**src/rtl/arb_clr.sv**
```systemverilog
// Clear sweeper: zeroes memory slots one per cycle after reset, clear_all or a length change.
module arb_clr #(
    parameter int DEPTH = 4096,
    localparam int AW   = $clog2(DEPTH),
    localparam int LEN_W = $clog2(DEPTH + 1)
) (
    input  logic             i_clk,
    input  logic             i_rst_n,
    input  logic             i_start_all,
    input  logic             i_start_from,
    input  logic [LEN_W-1:0] i_from,
    output logic             o_busy,
    output logic [AW-1:0]    o_addr
);

    localparam logic [LEN_W-1:0] LAST  = LEN_W'(DEPTH - 1);
    localparam logic [LEN_W-1:0] LIMIT = LEN_W'(DEPTH);

    logic             r_busy, n_busy;
    logic [LEN_W-1:0] r_ptr, n_ptr;
    logic [LEN_W-1:0] from_sel;

    // a new start point never skips slots still pending from a running sweep
    always_comb begin
        from_sel = i_from;
        if (r_busy && (r_ptr < i_from)) begin
            from_sel = r_ptr;
        end
    end

    always_comb begin
        n_busy = r_busy;
        n_ptr  = r_ptr;
        if (i_start_all) begin
            n_busy = 1'b1;
            n_ptr  = '0;
        end else if (i_start_from) begin
            n_busy = (from_sel < LIMIT);
            n_ptr  = from_sel;
        end else if (r_busy) begin
            n_busy = (r_ptr != LAST);
            n_ptr  = r_ptr + LEN_W'(1);
        end
    end

    // reset starts a full sweep
    always_ff @(posedge i_clk) begin
        if (!i_rst_n) begin
            r_busy <= 1'b1;
            r_ptr  <= '0;
        end else begin
            r_busy <= n_busy;
            r_ptr  <= n_ptr;
        end
    end

    assign o_busy = r_busy;
    assign o_addr = r_ptr[AW-1:0];

endmodule

```
**config.mk**
```make
export PLATFORM = sky130hd
export DESIGN_NAME = arb_clr
export DESIGN_NICKNAME = d
export VERILOG_FILES = /design/src/rtl/arb_clr.sv
export SDC_FILE = /design/constraint.sdc
export NUM_CORES = 1
export LEC_CHECK = 0
export BUFFER_PORTS_ARGS = -buffer_cell sky130_fd_sc_hd__buf_2
export CAP_MARGIN = 20
export CORE_UTILIZATION = 55
export CTS_BUF_LIST = sky130_fd_sc_hd__clkbuf_4
export CTS_CLUSTER_SIZE = 20
export DETAILED_ROUTE_END_ITERATION = 7
export GPL_ROUTABILITY_DRIVEN = 0
export GPL_TIMING_DRIVEN = 0
export MAX_ROUTING_LAYER = met4
export PLACE_DENSITY = 0.82
export SYNTH_ARGS = -nofsm -noshare
export SYNTH_HDL_FRONTEND = slang
export SYNTH_SLANG_ARGS = --single-unit
```
**constraint.sdc**
```tcl
create_clock -name i_clk -period 3.3 [get_ports i_clk]
set_clock_uncertainty 0.15 [all_clocks]
set_input_delay 0.99 -clock i_clk [delete_from_list [all_inputs] [get_ports i_clk]]
set_output_delay 0.99 -clock i_clk [all_outputs]
set_load 0.02 [all_outputs]
```
==> summary.md, run 1 <==
| Metric | Value |
|---|---|
| Count of flip-flops with a built-in enable after synthesis | `0` |
| Post-CTS Hold Fix Bufs | `0` |
| Routed len/inst | `around 14 um` |
| Core outline area | `~2100 um2` |
| CP arrival | `2.99 ns` |
| CP Data Required Time | `about 3.4 ns` |
| Library cell used as clock root buffer | `clkbuf_4` |
| Post-Route Utilization | `between 70% and 80%` |
| Top cells by area, synth | `dfxtp_1 22%, ha_1 13%, buf_4 7.7%` |
| Mapped Cells | `between 150 and 200` |
| CTS sink count | `14` |
| Drt pass-1 iters | `4` |
| Detailed-route vias per instance | `5.91` |
| Final Power | `around 0.00035 W` |
| Clock Tree Buf Depth | `2` |
| Average size of a mapped cell | `between 7 and 8 um2` |
| Fraction of layout cells with a size suffix above 1 | `between 20 and 30%` |
| Ports placed on the boundary | `30` |
| Final number of setup-violating endpoints | `0` |
| First-pass GRT wire length | `between 5000 and 6000 um` |
| Share of flip-flops with an asynchronous set or reset after synthesis | `0%` |
| Post-CTS sizing | `0` |
| Floorplan die area | `2490 um2` |
| Worst rel slew slack | `57.8%` |
| Post-DP HPWL | `~2400 um` |
| Hold violation count in the final report | `0` |
| Total global routing overflow | `0` |
| Via count of the first global-routing pass | `approximately 1100` |
| Count of cell types in the netlist | `42` |
| Net total in the final layout | `roughly 230` |
| Clock H-tree levels | `1` |
| Number of antenna violations at the first check in global routing | `0` |
| Final design instance area without fill | `1460 um2` |
| Most numerous cell in the Yosys netlist | `nor2_1` |
| Largest voltage drop on the vdd net | `~180 uV` |
| Capturing element type of the critical path | `register` |
| Type of the setup path with the least slack | `in -> reg` |
| Worst hold-check slack | `around 0.37 ns` |
| Post-synthesis cell area | `between 1000 and 1500 um2` |
| Number of antenna repair diodes | `0` |
| Final slew viol count | `0` |
| Top FF cell, synth | `dfxtp_1` |
| Setup TNS after final layout | `0 ns` |
| Area added between synthesis and finish | `15.8%` |
| Synth top cells by count | `18 x nor2_1, 14 x dfxtp_1, 13 x buf_4, 13 x ha_1, 13 x inv_1` |
| Remaining antenna violation count | `0` |
| Largest net degree at the start of global routing | `11` |
| Clock tree from TritonCTS | `yes` |
| Iteration-0 DRC count of the detailed router | `~50` |
| Total cell area at the placement stage | `approximately 1400 um2` |
| Flip-flop and latch count after synthesis | `14` |
| Top fanout value on the critical path | `6` |
| Number of max-cap violations | `0` |
| Post-synthesis sequential area ratio | `22.2%` |
| Static leakage power | `approximately 0.72 nW` |
| Upper clock frequency limit | `340 MHz` |
| Placement Rows | `16` |
| Routed wire length | `between 3000 and 4000 um` |
| Result of the run | `finished, final reports clean` |
| Clk slew on worst S/H paths | `about 0.09 ns` |
| Transition at the pin with the smallest max-transition slack | `roughly 0.63 ns` |
| Largest area contributor in the synthesized netlist | `dfxtp_1` |
| CTS Buf Count | `3` |
| Skew-Pair Late Insertion Delay | `around 0.28 ns` |
| Portion of synthesized cell area occupied by the leading cell type | `22.2%` |
| Global-route total usage across every layer | `between 20% and 30%` |
| CP startpoint kind | `input port` |
| Final Critical Period | `just under 3 ns` |
| Port buffer count | `28` |
| DIE WIDTH | `between 40 and 50 um` |
| Period utilisation layout | `89.1%` |
| Postcts setup bufs | `0` |
| Power density relative to cell area | `about 240 nW/um2` |
| Min-delay worst type | `reg -> reg` |
| Overall via count from detail_route | `between 1000 and 1500` |
| Net count after synthesis | `approximately 190` |
| Effective utilization at floorplan | `61.3%` |
| Fillers | `~180` |
| Chip Height | `between 40 and 50 um` |
| RSZ-0062 raised after global routing | `false` |
| Syn. warnings | `0` |
| Final routed DRC violation total | `0` |
==> cells by family (layout without fill, tap and decap cells) <==
group | Yosys count | after routing | share of synthesized area (%)
and+or+nand+nor | 57 | 57 | 23.1
AOI/OAI and AO/OA | 39 | 39 | 22.1
buffers and inverters | 31 | 63 | 13.7
DFF | 14 | 14 | 22.2
adders and majority gates | 13 | 13 | 12.9
muxes | 5 | 5 | 4.06
xor gates and xnor gates | 3 | 3 | 2.08
==> sequential cells by signal (all words and copies together), names as in the netlist, named ones only <==
signal and flops:
r_ptr 12, o_busy 1
==> per-stage QoR <==
step	worst slack (ns)	std cells
2_1_floorplan	0.467	162
3_3_place_gp	0.185	217
3_5_place_dp	0.144	217
4_1_cts	0.407	221
5_1_grt	0.223	221
6_report	0.359	221
==> worst max-delay path: stages <==
cell	delay (ns)
buf_2	0.10
inv_1	0.05
ha_1	0.32
nand4_2	0.15
nor3_1	0.28
nor3_1	0.16
a31oi_1	0.56
o22ai_1	0.18
a211oi_1	0.21
==> per-layer routing <==
layer | track usage [%] | vias to the layer above | share of wire (%)
li1 | - | 640 | -
met1 | 37.0 | 581 | 45
met2 | 43.7 | 71 | 44
met3 | 3.70 | 15 | 7.8
met4 | 10.0 | 0 | 2.8
met5 | - | - | 0
==> layout by cell type (no fill, tap or decap), types with 4 or more instances in the layout <==
| master | synthesis | routed |
|---|---|---|
| buf_2 | 0 | 28 |
| nor2_1 | 18 | 18 |
| dfxtp_1 | 14 | 14 |
| inv_1 | 13 | 13 |
| buf_4 | 13 | 13 |
| ha_1 | 13 | 13 |
| a21oi_1 | 10 | 10 |
| nand3_1 | 10 | 10 |
| nand2_1 | 9 | 9 |
| o21ai_0 | 7 | 7 |
| a31oi_1 | 5 | 5 |
| nor3_1 | 5 | 5 |
| mux2i_1 | 4 | 4 |
==> power breakdown <==
part           switching (W)  leakage [nW]  internal [W]
clock              0.0000609        0.0154     0.0000439
sequential        0.00000482         0.113      0.000172
combinational      0.0000417         0.591     0.0000304
==> final timing paths <==
kind	start	slack (ns)	to	depth (start not counted)
hold / removal	register	0.37	register	2
setup / recovery	i_from[12]	0.36	r_ptr[0]	9
setup reg to reg	r_ptr[6]	0.81	r_ptr[8]	8
hold reg to reg	register	0.37	register	2
==> final cells by class <==
type	count	area, um2	share of cell area [%]
multi-input combinational	117	811	55.4
sequential	14	280	19.1
timing repair buffer	28	140	9.57
buffer	18	124	8.46
inverter	13	48.8	3.33
tap	27	33.8	2.31
clock buffer	3	22.5	1.54
clock inverter	1	3.75	0.256
Note: power is estimated with default switching activity, not from simulation.
==> run 2, diff against run 1 <==
--- a/config.mk
+++ b/config.mk
@@ -5,8 +5,7 @@
 export SDC_FILE = /design/constraint.sdc
 export NUM_CORES = 1
 export LEC_CHECK = 0
-export BUFFER_PORTS_ARGS = -buffer_cell sky130_fd_sc_hd__buf_2
-export CAP_MARGIN = 20
+export BUFFER_PORTS_ARGS = -buffer_cell sky130_fd_sc_hd__buf_4
 export CORE_UTILIZATION = 55
 export CTS_BUF_LIST = sky130_fd_sc_hd__clkbuf_4
 export CTS_CLUSTER_SIZE = 20
==> run 2 against run 1 <==
  * Critical path depth grew 1
  * Worst setup slack gained 0.067 ns
  * Largest cell class unchanged
  * Combinational power grew 8.9%
  * Clock power grew 4%
  * Routed wire length grew 4.5%
  * Highest routed layer unchanged
  * Critical path type unchanged
  * Largest power group unchanged
  * First-iteration DRC count grew 16%
  * Critical endpoint is now r_ptr[8]
  * Sequential share of layout area shrank 0.87 points
  * Count of clock-buffer cells in the layout is the same
  * Via count grew 0.92%
==> summary.md, run 2 (synthesized netlist as in run 1, its figures left out) <==
| Metric | Value |
|---|---|
| Iteration-0 DRC count of the detailed router | `57` |
| Clock H-tree levels | `1` |
| Combinational power share | `21.5%` |
| Highest-count cells in the layout ignoring fill and taps | `41 x buf_4, 18 x nor2_1, 14 x dfxtp_1` |
| Static leakage power | `between 0.7 and 0.8 nW` |
| Max reg flops | `12` |
| Register name with the most flops | `r_ptr` |
| CP startpoint kind | `input port` |
| Overall via count from detail_route | `roughly 1300` |
| Remaining antenna violation count | `0` |
| Net total in the final layout | `between 200 and 250` |
| Period utilisation layout | `slightly below 90%` |
| Area added between synthesis and finish | `21.4%` |
| Core outline area | `about 2100 um2` |
| Final slew viol count | `0` |
| Routed wire length | `3250 um` |
| Post-CTS Hold Fix Bufs | `0` |
| Total global routing overflow | `0` |
| Largest voltage drop on the vdd net | `roughly 180 uV` |
| Chip Height | `49.9 um` |
| Fraction of layout cells with a size suffix above 1 | `between 20% and 30%` |
| Library cell used as clock root buffer | `clkbuf_4` |
| Port buffer count | `28` |
| Capturing element type of the critical path | `register` |
| CTS sink count | `14` |
| Post-CTS sizing | `0` |
| CP arrival | `between 2 and 3 ns` |
| DIE WIDTH | `49.9 um` |
| Placement Rows | `16` |
| Type of the setup path with the least slack | `in -> reg` |
| Setup TNS after final layout | `0 ns` |
| First-pass GRT wire length | `roughly 5200 um` |
| Most common cell after layout, fill and taps aside | `buf_4` |
| Switching Fraction | `30.7%` |
| Clk slew on worst S/H paths | `~0.10 ns` |
| Transition at the pin with the smallest max-transition slack | `~0.55 ns` |
| Floorplan die area | `~2500 um2` |
| Skew-Pair Late Insertion Delay | `around 0.30 ns` |
| Number of antenna violations at the first check in global routing | `0` |
| Final routed DRC violation total | `0` |
| Cell Count Post-Placement | `217` |
| Via count of the first global-routing pass | `1211` |
| Min-delay worst type | `reg -> reg` |
| Largest net degree at the start of global routing | `11` |
| Result of the run | `finished, final reports clean` |
| Global-route total usage across every layer | `between 20 and 30%` |
| Number of max-cap violations | `0` |
| Clock share of power | `~30%` |
| Number of antenna repair diodes | `0` |
| Final standard cell count with taps included and fillers excluded | `221` |
| RSZ-0062 raised after global routing | `false` |
| Seq pwr share | `48.5%` |
| Final number of setup-violating endpoints | `0` |
| Upper clock frequency limit | `about 350 MHz` |
| Ports placed on the boundary | `30` |
| Routed len/inst | `14.7 um` |
| Internal power of the cells | `between 0.0002 and 0.0003 W` |
| CTS Buf Count | `3` |
| Detailed-route vias per instance | `about 6.0` |
| Clock Tree Buf Depth | `2` |
| Top fanout value on the critical path | `10` |
| CP Data Required Time | `roughly 3.4 ns` |
| Final Critical Period | `about 2.9 ns` |
| Clock tree from TritonCTS | `yes` |
| Power density relative to cell area | `238 nW/um2` |
| Hold violation count in the final report | `0` |
| Effective utilization at floorplan | `roughly three fifths` |
| Drt pass-1 iters | `4` |
| Post-DP HPWL | `roughly 2500 um` |
| Postcts setup bufs | `0` |
| Worst rel slew slack | `62.9%` |
| Reported net switching power | `0.000112 W` |
| Fillers | `about 170` |
run 2: power groups by stage:
stage / Clock, W / Combinational, W / Sequential [W]
after floorplan: 0 / 0.0000464 / 0.000180
after global placement: 0 / 0.0000748 / 0.000180
after detailed placement: 0 / 0.0000776 / 0.000181
after CTS: 0.000107 / 0.0000779 / 0.000177
after global routing: 0.000115 / 0.0000848 / 0.000178
final: 0.000109 / 0.0000786 / 0.000177
run 2: layout make-up:
class	instances	area [um2]	area share (%)
Timing Repair Buffer	28	210	13.7
Clock inverter	1	3.75	0.245
Sequential cell	14	280	18.3
Multi-Input combinational cell	117	811	52.9
Buffer	18	124	8.08
Tap cell	27	33.8	2.20
Inverter	13	48.8	3.18
Clock buffer	3	22.5	1.47
run 2: worst max-delay path, cell delays in order:
cell	delay [ns]
buf_4	0.08
inv_1	0.05
ha_1	0.31
a21oi_1	0.21
nor3_1	0.08
or3_4	0.42
o21ai_4	0.30
buf_6	0.21
mux2i_1	0.21
nor2_1	0.06
run 2: path summary, 6_finish.rpt:
path,slack [ns],startpoint,cells past startpoint,end
min,0.37,register,2,register
max,0.43,i_from[6],10,r_ptr[8]
max reg2reg,0.79,r_ptr[6],8,r_ptr[8]
min reg2reg,0.37,register,2,register
run 2: per-layer routing:
layer,global-route usage (%),wire (um)
met1,33.8,1360
met2,47.5,1590
met5,-,0
met4,11.0,89
met3,3.70,219
run 2: metrics by stage:
step / area, um2 / util [%] / hold WS (ns) / power (W) / setup slack, ns
finish: 1530 / 74.4 / 0.366 / 0.000365 / 0.426
global route: 1530 / 74.4 / 0.398 / 0.000377 / 0.295
CTS: 1530 / 74.4 / 0.365 / 0.000362 / 0.430
detailed placement: 1510 / 73.1 / 0.352 / 0.000258 / 0.129
global placement: 1510 / 73.1 / 0.339 / 0.000255 / 0.184
floorplan: 1260 / - / 0.319 / 0.000226 / 0.467
