==> config.mk <==
export PLATFORM = sky130hd
export DESIGN_NAME = arb_pos
export DESIGN_NICKNAME = d
export VERILOG_FILES = /design/src/rtl/arb_pkg.sv /design/src/rtl/arb_pos.sv
export SDC_FILE = /design/constraint.sdc
export NUM_CORES = 1
export LEC_CHECK = 0
export BUFFER_PORTS_ARGS = -buffer_cell sky130_fd_sc_hd__buf_2
export CORE_MARGIN = 2
export CORE_UTILIZATION = 53
export DETAILED_ROUTE_END_ITERATION = 6
export GPL_TIMING_DRIVEN = 1
export PLACE_DENSITY = 0.83
export SETUP_SLACK_MARGIN = 0.2
export SKIP_LAST_GASP = 1
export SLEW_MARGIN = 20
export SYNTH_ARGS = -nofsm -noshare
export SYNTH_HDL_FRONTEND = slang
export SYNTH_SLANG_ARGS = --single-unit
==> constraint.sdc <==
create_clock -name vclk -period 3.85
set_input_delay 0 -clock vclk [all_inputs]
set_output_delay 0 -clock vclk [all_outputs]
set_load 0.05 [all_outputs]
==> src/rtl/arb_pkg.sv <==
// Shared constants, operation codes and types of the audio ring buffer.
package arb_pkg;

    // Default geometry
    localparam int DEF_DEPTH       = 4096;
    localparam int DEF_SAMPLE_BITS = 24;
    localparam int RST_RING_LENGTH = 4096;

    // Request operation codes
    localparam int FUNC_W = 4;
    localparam logic [FUNC_W-1:0] FUNC_WRITE        = 4'd0;
    localparam logic [FUNC_W-1:0] FUNC_WRITE_ADD    = 4'd1;
    localparam logic [FUNC_W-1:0] FUNC_READ         = 4'd2;
    localparam logic [FUNC_W-1:0] FUNC_READ_ADD     = 4'd3;
    localparam logic [FUNC_W-1:0] FUNC_READ_ADD_CLR = 4'd4;
    localparam logic [FUNC_W-1:0] FUNC_CLEAR_SLOT   = 4'd5;
    localparam logic [FUNC_W-1:0] FUNC_ADV_WRITE    = 4'd6;
    localparam logic [FUNC_W-1:0] FUNC_ADV_READ     = 4'd7;
    localparam logic [FUNC_W-1:0] FUNC_SET_WRITE    = 4'd8;
    localparam logic [FUNC_W-1:0] FUNC_SET_READ     = 4'd9;
    localparam logic [FUNC_W-1:0] FUNC_SET_BOTH     = 4'd10;
    localparam logic [FUNC_W-1:0] FUNC_RD_TO_WR     = 4'd11;
    localparam logic [FUNC_W-1:0] FUNC_WR_TO_RD     = 4'd12;
    localparam logic [FUNC_W-1:0] FUNC_CLEAR_ALL    = 4'd13;

    // Register port
    localparam int APB_DW  = 32;
    localparam int PADDR_W = 3;
    localparam logic REG_RING_LENGTH = 1'b0;   // register index, paddr[2]

    // Memory work that a request leaves for the second stage
    typedef struct packed {
        logic wr_en;     // write back the slot
        logic wr_zero;   // write back zero
        logic wr_add;    // write back slot + sample
        logic rd_res;    // result carries slot data
        logic rd_add;    // result is slot + sample
        logic clr_all;   // start a full clear sweep
    } t_op;

endpackage

==> src/rtl/arb_pos.sv <==
// Request decode and position update: next read/write positions, range error, slot address.
module arb_pos
    import arb_pkg::*;
#(
    parameter int DEPTH  = 4096,
    localparam int AW    = $clog2(DEPTH),
    localparam int LEN_W = $clog2(DEPTH + 1),
    localparam int SW    = LEN_W + 1
) (
    input  logic [FUNC_W-1:0] i_func,
    input  logic [LEN_W-1:0]  i_amount,
    input  logic [AW-1:0]     i_position,
    input  logic [AW-1:0]     i_rd_pos,
    input  logic [AW-1:0]     i_wr_pos,
    input  logic [LEN_W-1:0]  i_len,
    output logic [AW-1:0]     o_rd_pos,
    output logic [AW-1:0]     o_wr_pos,
    output logic              o_err,
    output logic [AW-1:0]     o_addr,
    output t_op               o_op
);

    logic [SW-1:0] rd_inc, wr_inc, adv_sum;
    logic [AW-1:0] rd_step, wr_step, adv_base, adv_pos;
    logic          amt_bad, pos_bad;

    // single steps and the advance, each wrapping with one compare
    always_comb begin
        rd_inc   = SW'(i_rd_pos) + SW'(1);
        wr_inc   = SW'(i_wr_pos) + SW'(1);
        rd_step  = (rd_inc >= SW'(i_len)) ? '0 : rd_inc[AW-1:0];
        wr_step  = (wr_inc >= SW'(i_len)) ? '0 : wr_inc[AW-1:0];
        adv_base = (i_func == FUNC_ADV_READ) ? i_rd_pos : i_wr_pos;
        adv_sum  = SW'(adv_base) + SW'(i_amount);
        if (adv_sum >= SW'(i_len)) begin
            adv_sum = adv_sum - SW'(i_len);
        end
        adv_pos  = adv_sum[AW-1:0];
        amt_bad  = (i_amount > i_len);
        pos_bad  = (LEN_W'(i_position) >= i_len);
    end

    // per-request decode
    always_comb begin
        o_rd_pos = i_rd_pos;
        o_wr_pos = i_wr_pos;
        o_err    = 1'b0;
        o_addr   = i_wr_pos;
        o_op     = '0;
        case (i_func)
            FUNC_WRITE: begin
                o_op.wr_en = 1'b1;
                o_wr_pos   = wr_step;
            end
            FUNC_WRITE_ADD: begin
                o_op.wr_en  = 1'b1;
                o_op.wr_add = 1'b1;
                o_wr_pos    = wr_step;
            end
            FUNC_READ: begin
                o_addr      = i_rd_pos;
                o_op.rd_res = 1'b1;
                o_rd_pos    = rd_step;
            end
            FUNC_READ_ADD: begin
                o_addr      = i_rd_pos;
                o_op.rd_res = 1'b1;
                o_op.rd_add = 1'b1;
                o_rd_pos    = rd_step;
            end
            FUNC_READ_ADD_CLR: begin
                o_addr       = i_rd_pos;
                o_op.rd_res  = 1'b1;
                o_op.rd_add  = 1'b1;
                o_op.wr_en   = 1'b1;
                o_op.wr_zero = 1'b1;
                o_rd_pos     = rd_step;
            end
            FUNC_CLEAR_SLOT: begin
                o_op.wr_en   = 1'b1;
                o_op.wr_zero = 1'b1;
                o_wr_pos     = wr_step;
            end
            FUNC_ADV_WRITE: begin
                if (amt_bad) o_err = 1'b1;
                else         o_wr_pos = adv_pos;
            end
            FUNC_ADV_READ: begin
                if (amt_bad) o_err = 1'b1;
                else         o_rd_pos = adv_pos;
            end
            FUNC_SET_WRITE: begin
                if (pos_bad) o_err = 1'b1;
                else         o_wr_pos = i_position;
            end
            FUNC_SET_READ: begin
                if (pos_bad) o_err = 1'b1;
                else         o_rd_pos = i_position;
            end
            FUNC_SET_BOTH: begin
                if (pos_bad) begin
                    o_err = 1'b1;
                end else begin
                    o_rd_pos = i_position;
                    o_wr_pos = i_position;
                end
            end
            FUNC_RD_TO_WR: begin
                o_wr_pos = i_rd_pos;
            end
            FUNC_WR_TO_RD: begin
                o_rd_pos = i_wr_pos;
            end
            FUNC_CLEAR_ALL: begin
                o_op.clr_all = 1'b1;
            end
            default: begin
            end
        endcase
    end

endmodule

==> results.json, run 1 <==
{
  "yosysUniqueCellTypes": 80,
  "clkbuf_count": 0,
  "dp_hpwl_um": 16770,
  "slowest_delay_ps": 370,
  "period_needed_ps": 4438,
  "die_h_um": 98.67,
  "die_w_um": 98.67,
  "antenna_found_initial": 0,
  "max_cap_violations": 0,
  "initial_core_util": 0.5446,
  "ff_latch_area_sq_um": 0,
  "fillers": 531,
  "power_density_nw_per_um2": 279.8,
  "grt_pass1_wl_um": 34930,
  "drive_above_1_share": 0.4114,
  "vias": 6776,
  "dr.pass1.iters": 5,
  "crit_family": "compound AO/OA/AOI/OAI gates",
  "diodes": 0,
  "grtUsageMet2": 0.7336,
  "ios": 109,
  "fmax_ghz": 0.2253,
  "crit_path_top_delay_cell": "a311o_1",
  "grtUsageMet3": 0.05106,
  "nets": 1046,
  "holdCritPathClass": "in -> out",
  "crit_chain": "buf_8 > nand2b_4 > nor2_4 > buf_12 > buf_4 > nand2_1 > o21ai_1 > ha_1 > and3_1 > a311o_1 > a21oi_2 > xnor2_1 > ha_1 > a21o_1 > a221oi_2 > buf_4 > and3_4 > buf_6 > mux2i_1 > o21ai_1 > a311oi_4 > buf_6",
  "setup_viol": 24,
  "crit_arrival_ps": 4440,
  "synth_top_area_frac": 0.2081,
  "timing.final.crit_share": 1.153,
  "outcome": "finished with violations",
  "holdBufCountCts": 0,
  "dieArea_sq_um": 9735,
  "grt_max_degree": 29,
  "finalHoldViolations": 0,
  "coreArea_sq_um": 8721,
  "ir_drop_v": 0.0001765,
  "numPortBuffers": 109,
  "met1_usage": 0.5578,
  "gp_congestion": 1.003,
  "synth-warning-count": 0,
  "synth_top_area_cell": "ha_1",
  "syn2layout_area_growth_pct": 55.24,
  "drv_slew": 0,
  "crit_buf_inv": 6,
  "synth_area_leaders": "ha_1 21%, nand2_1 7.0%, xnor2_1 5.0%, a21oi_1 3.7%, nor2_1 3.4%",
  "cp_num_cells": 22,
  "netlist_instances": 683,
  "finalWirelength_um": 22710,
  "grt-ovfl-total": 0,
  "hp-start": "i_func[2]",
  "violations": "negative setup slack",
  "grt_pass1_vias": 6827,
  "busiest_layer": "met2",
  "wl_per_cell_um": 22.60,
  "synth_nets": 830,
  "whs_ps": 461.2,
  "slew_headroom": 0.2872,
  "rsz0062_at_grt": "yes",
  "synth_area_per_cell_sq_um": 6.954,
  "worst_slew_pin_slew_ps": 1065,
  "cp.required_ps": 3850,
  "p_leak_uw": 0.003411,
  "end_kind": "output port",
  "hold_end": "o_op[3]",
  "antenna_left": 0,
  "via_per_inst": 6.742,
  "worst_slack_ps": -587.7,
  "cp_max_fo": 9,
  "drtIter0Drc": 563,
  "drc": 0,
  "hold_path_depth": 4,
  "gr-usage-all-layers": 0.4441,
  "final_util": 0.8455,
  "seq_cell_count": 0,
  "critPathKind": "in -> out",
  "critPathLaunchType": "input pin",
  "yosysSeqAreaShare": 0,
  "syn_area_sq_um": 4750,
  "num_rows": 34
}
cells in the final DEF, fill, tap and decap left out, drive strengths merged, types with 19 or more instances in the layout:
cell / n
nand2: 89
mux2: 20
xnor2: 27
o21ai: 47
buf: 260
ha: 79
inv: 40
a21oi: 35
nor2: 44
nand3: 19
power breakdown:
group | leakage, uW | switching [uW] | internal [uW]
Clock | 0 | 0 | 0
Sequential | 0 | 0 | 0
Combinational | 0.00341 | 1130 | 930
cells by family after synthesis:
family                     share of synthesized area
buffers and inverters                        0.07376
muxes                                        0.07639
AOI/OAI and AO/OA                             0.3314
adders and majority gates                     0.2165
and+or+nand+nor                               0.2281
xor gates and xnor gates                     0.07376
cell type report:
type	instances	area [sq um]	area share
multi-input combinational	597	5161	0.7000
timing repair buffer	260	1927	0.2613
tap	108	135.1	0.01833
inverter	40	150.1	0.02036
how the worst max path moves through the flow:
stage | from | to | slack (ps)
global route | i_func[3] | o_wr_pos[3] | -710
floorplan | i_func[0] | o_rd_pos[1] | -470
finish | i_func[3] | o_rd_pos[0] | -590
CTS | i_func[3] | o_wr_pos[3] | -420
global placement | i_func[2] | o_rd_pos[2] | -820
detailed placement | i_func[2] | o_wr_pos[7] | -960
tightest hold or removal path, stage by stage:
cell	delay (ps)
buf_8	80
buf_4	130
nor4b_1	50
buf_2	200
layer usage:
metal | share of wire | vias up | wire length (um)
met1 | 0.38 | 3148 | 8649
li1 | - | 2993 | -
met2 | 0.46 | 507 | 10560
met5 | 0 | - | 0
met4 | 0.068 | 0 | 1542
met3 | 0.086 | 128 | 1959
through the flow:
step	cells	TNS, ps	worst slack (ps)	power, uW	area [sq um]
floorplan	683	-6401	-467.9	1110	5221
global placement	988	-17160	-816.0	1645	6679
detailed placement	988	-20820	-955.4	1692	6679
CTS	1002	-8384	-423.2	1926	7242
global route	1005	-15560	-710.6	2157	7373
finish	1005	-12590	-587.7	2063	7373
cell usage after synthesis (3+ instances only):
| cell | instances |
|---|---|
| mux2_1 | 6 |
| a2111oi_0 | 10 |
| nor3_1 | 9 |
| o221a_1 | 3 |
| inv_1 | 39 |
| o211ai_1 | 3 |
| nand2b_1 | 14 |
| mux2i_1 | 13 |
| xnor2_1 | 27 |
| ha_1 | 79 |
| a21o_1 | 11 |
| o21ai_1 | 18 |
| o21ai_0 | 28 |
| a22oi_1 | 3 |
| a221o_1 | 3 |
| and3_1 | 7 |
| nand2_1 | 89 |
| a21oi_1 | 35 |
| o2111ai_1 | 6 |
| a211oi_1 | 11 |
| o21bai_1 | 4 |
| a211o_1 | 3 |
| mux2_2 | 12 |
| a311oi_1 | 10 |
| xor2_1 | 13 |
| a221oi_1 | 9 |
| a31oi_1 | 7 |
| and2_1 | 7 |
| nor2_1 | 43 |
| buf_2 | 6 |
| o21a_1 | 10 |
| o2111a_1 | 4 |
| nand4_1 | 12 |
| nor4_1 | 5 |
| nand3_1 | 19 |
| nor2b_1 | 10 |
| clkbuf_1 | 35 |
repair_timing:
action / in CTS / in global routing
setup endpoints to repair: 24 / 24
pin swaps: 37 / 24
setup buffers: 13 / 3
cloned: 1 / 0
endpoints found under the hold margin: 0 / 0
resized for setup: 104 / 18
(Power assumes the default switching activity.)
==> inputs of run 2 (changes only) <==
TNS_END_PERCENT = 1   (was not set)
==> results.json, run 2 (synthesis gave the netlist of run 1 again) <==
{
  "mostFrequentLayoutCell": "buf_4",
  "gp_congestion": 1.011,
  "gr-usage-all-layers": 0.3925,
  "nets": 1029,
  "crit_family": "compound AO/OA/AOI/OAI gates",
  "holdCritPathClass": "in -> out",
  "power_density_nw_per_um2": 268.2,
  "ir_drop_v": 0.0001885,
  "cp_num_cells": 23,
  "clkbuf_count": 0,
  "antenna_found_initial": 0,
  "grt_pass1_wl_um": 31310,
  "dp_slack_ps": -952.6,
  "dp_hpwl_um": 16010,
  "antenna_left": 0,
  "drc": 0,
  "finalHoldViolations": 0,
  "power_frac_seq": 0,
  "via_per_inst": 6.532,
  "numPortBuffers": 109,
  "ff_latch_area_sq_um": 0,
  "num_rows": 34,
  "final_util": 0.7802,
  "dpl_cell_area_sq_um": 6479,
  "vias": 6454,
  "design_area_sq_um": 6804,
  "end_kind": "output port",
  "wl_per_cell_um": 20.28,
  "drtIter0Drc": 605,
  "cpMostUsedCell": "buf_6",
  "critPathKind": "in -> out",
  "p_comb_frac": 1.000,
  "dr.pass1.iters": 6,
  "syn2layout_area_growth_pct": 43.26,
  "clock_power_share": 0,
  "dp.cells": 981,
  "dieArea_sq_um": 9735,
  "timing.final.crit_share": 1.130,
  "crit_chain": "buf_8 > nand2b_4 > nor2_4 > buf_6 > nand2_1 > o21ai_2 > ha_1 > buf_4 > o21ai_2 > o211ai_2 > a31oi_1 > o21bai_1 > xor2_1 > ha_1 > a21bo_2 > a32oi_2 > o2111ai_2 > and3_4 > buf_6 > o311ai_4 > nand2_1 > a311oi_4 > buf_6",
  "drive_above_1_share": 0.3659,
  "ios": 109,
  "rsz0062_at_grt": "yes",
  "p_leak_uw": 0.003199,
  "hold_path_depth": 5,
  "fin_cells": 988,
  "crit_path_top_delay_cell": "ha_1",
  "setup_viol": 24,
  "p_int_uw": 797.0,
  "cp_max_fo": 8,
  "grt_pass1_vias": 6283,
  "crit_buf_inv": 5,
  "die_w_um": 98.67,
  "final_cell_mix": "139 x buf_4, 92 x buf_2, 87 x nand2_1",
  "grt-ovfl-total": 0,
  "slew_headroom": 0.2958,
  "outcome": "finished with violations",
  "grt_max_degree": 29,
  "worst_slack_ps": -500.6,
  "seq_cell_count": 0,
  "drv_slew": 0,
  "fmax_ghz": 0.2299,
  "period_needed_ps": 4351,
  "coreArea_sq_um": 8721,
  "worst_slew_pin_slew_ps": 1056,
  "power.switching_uw": 1028,
  "swShare": 0.5632,
  "initial_core_util": 0.5446,
  "diodes": 0,
  "fillers": 627,
  "setup_tns_ps": -10500,
  "crit_arrival_ps": 4350,
  "die_h_um": 98.67,
  "slowest_delay_ps": 340,
  "violations": "negative setup slack",
  "cp.required_ps": 3850,
  "max_cap_violations": 0,
  "finalWirelength_um": 20040,
  "critPathLaunchType": "input pin"
}
-- run 2: changes by cell type in the layout (fill, tap and decap cells not counted), moves of 4 or more --
| cell | change |
|---|---|
| buf_2 | +10 |
| buf_6 | -21 |
| ha_1 | +5 |
| nand2_1 | +4 |
| nand2b_1 | +4 |
| nand2b_4 | -4 |
| o21ai_1 | +5 |
-- run 2: path summary, 6_finish.rpt --
check,from,endpoint,slack (ps)
setup / recovery,i_func[3],o_rd_pos[2],-500
hold / removal,i_func[3],o_err,480
-- run 2: what timing repair did --
action | CTS | global route
hold buffers | 0 | 0
setup endpoints to repair | 24 | 24
endpoints found under the hold margin | 0 | 0
gates cloned | 0 | 0
setup buffers | 5 | 2
pin swaps | 16 | 8
resized for setup | 58 | 9
-- run 2: through the flow --
| stage | total power [uW] | hold WS [ps] |
|---|---|---|
| 2_1_floorplan | 1054 | 178.6 |
| 3_3_place_gp | 1578 | 477.9 |
| 3_5_place_dp | 1628 | 511.0 |
| 4_1_cts | 1745 | 474.8 |
| 5_1_grt | 1928 | 499.0 |
| 6_report | 1825 | 478.2 |
-- run 2: layout make-up --
type	instances	area, sq um	area share
Tap cell	108	135.1	0.01986
Multi-Input combinational cell	597	4876	0.7166
Timing Repair Buffer	243	1643	0.2414
Inverter	40	150.1	0.02207
-- run 2: metal layers --
layer | global-route usage | wire length, um
met1 | 0.5066 | 7824
met2 | 0.6489 | 9103
met5 | 0 | 0
met3 | 0.03972 | 1909
met4 | 0.2002 | 1196
-- run 2: power by group through the flow --
stage	Combinational (uW)	Sequential, uW	Clock (uW)
final	1820	0	0
after global routing	1930	0	0
after CTS	1750	0	0
after detailed placement	1630	0	0
after global placement	1580	0	0
after floorplan	1050	0	0
==> inputs of run 3 (changes only) <==
ABC_AREA = 1   (was not set)
PLACE_DENSITY = 0.82   (was 0.83)
==> results.json, run 3 <==
{
  "drc": 4,
  "dieArea_sq_um": 10880,
  "outcome": "finished with violations",
  "critPathLaunchType": "input pin",
  "holdCritPathClass": "in -> out",
  "gr-usage-all-layers": 0.3703,
  "drive_above_1_share": 0.2872,
  "synth_area_per_cell_sq_um": 5.384,
  "syn_area_sq_um": 5330,
  "finalHoldViolations": 0,
  "ir_drop_v": 0.0001624,
  "mostFrequentLayoutCell": "nand2_1",
  "ys_top_cells_by_count": "249 x nand2_1, 157 x inv_1, 120 x nor2_1",
  "grt-ovfl-total": 0,
  "synth_area_leaders": "ha_1 19%, nand2_1 18%, inv_1 11%, o21ai_0 8.5%, nor2_1 8.5%",
  "clkbuf_count": 0,
  "crit_arrival_ps": 3840,
  "slew_headroom": 0.3456,
  "diodes": 0,
  "grtUsageMet3": 0.09085,
  "via_per_inst": 6.022,
  "setup_viol": 0,
  "vias": 7594,
  "yosysMostFrequentCell": "nand2_1",
  "gp_congestion": 1.039,
  "cpMostUsedCell": "nand2_2",
  "num_rows": 36,
  "dr.pass1.iters": 7,
  "wl_per_cell_um": 19.46,
  "coreArea_sq_um": 9774,
  "cp.required_ps": 3850,
  "dp.cells": 1239,
  "fmax_ghz": 0.2608,
  "busiest_layer": "met2",
  "critPathKind": "in -> out",
  "grt_pass1_wl_um": 32250,
  "p_leak_uw": 0.003878,
  "seq_cell_count": 0,
  "grt_pass1_vias": 6203,
  "slowest_delay_ps": 310,
  "whs_ps": 427.5,
  "yosysSeqAreaShare": 0,
  "antenna_found_initial": 0,
  "synth_top_area_frac": 0.1854,
  "drv_slew": 0,
  "finalWirelength_um": 24530,
  "cp_max_fo": 6,
  "fillers": 827,
  "nets": 1277,
  "grtUsageMet2": 0.5658,
  "initial_core_util": 0.5453,
  "end_kind": "output port",
  "worst_slew_pin_slew_ps": 977.9,
  "ios": 109,
  "period_needed_ps": 3835,
  "synth_top_area_cell": "ha_1",
  "netlist_instances": 990,
  "fin_cells": 1261,
  "syn2layout_area_growth_pct": 36.57,
  "timing.final.crit_share": 0.9961,
  "violations": "design-rule violations",
  "crit_path_top_delay_cell": "ha_1",
  "ff_latch_area_sq_um": 0,
  "die_w_um": 104.3,
  "drtIter0Drc": 958,
  "synth-warning-count": 0,
  "final_cell_mix": "211 x nand2_1, 156 x inv_1, 116 x nor2_1",
  "max_cap_violations": 0,
  "grt_max_degree": 38,
  "antenna_left": 0,
  "synth_nets": 1137,
  "yosysUniqueCellTypes": 40,
  "met1_usage": 0.5206,
  "dp_hpwl_um": 17370,
  "die_h_um": 104.3,
  "numPortBuffers": 109,
  "power_density_nw_per_um2": 265.3
}
run 3: layer usage:
metal / share of wire / routed length [um]
met5: 0 / 0
met3: 0.14 / 3372
met4: 0.059 / 1453
met1: 0.38 / 9353
met2: 0.42 / 10360
run 3: worst paths after layout:
check | from | endpoint | slack [ps] | cells after the start
setup / recovery | i_func[3] | o_wr_pos[9] | 10 | 30
hold / removal | i_func[3] | o_op[5] | 430 | 4
run 3: area by class of cell:
cell class	count	area, sq um	area share
well taps	133	166.4	0.02286
multi-input cells	797	5263	0.7229
inverters	162	615.6	0.08457
repair buffers	169	1235	0.1696
run 3: cells by family after synthesis:
group	count (synthesis)	synth area share
AND/OR/NAND/NOR	506	0.4129
buffers and inverters	195	0.1493
AO/OA/AOI/OAI	177	0.1939
adder cells (fa/ha/maj)	81	0.1930
XOR/XNOR	31	0.05094
run 3: per-stage QoR:
stage	total power, uW	setup WS [ps]	utilization	TNS (ps)	cell area (sq um)
floorplan	1051	125.2	-	0	5485
global placement	1444	-26.17	0.6455	-54.71	6310
detailed placement	1453	-70.57	0.6455	-906.1	6310
CTS	1482	171.1	0.6513	0	6366
global route	2024	-114.5	0.7448	-838.7	7279
finish	1931	14.94	0.7448	0	7279
run 3: power breakdown:
group | internal (uW) | switching (uW)
combinational | 691 | 1240
sequential | 0 | 0
clock | 0 | 0
run 3: worst max-delay path: cells and delay by family:
family	cells	cell delay, ps
xor+xnor	1	260
compound gates	4	600
buf+inv	6	770
simple gates	17	1640
fa+ha+maj	2	580
run 3: timing repair:
| item | CTS | global route |
|---|---|---|
| endpoints found under the setup margin | 24 | 24 |
| gates cloned | 0 | 4 |
| setup buffers | 0 | 18 |
| gates resized for setup | 24 | 171 |
| hold buffers | 0 | 0 |
| pin swaps | 0 | 77 |
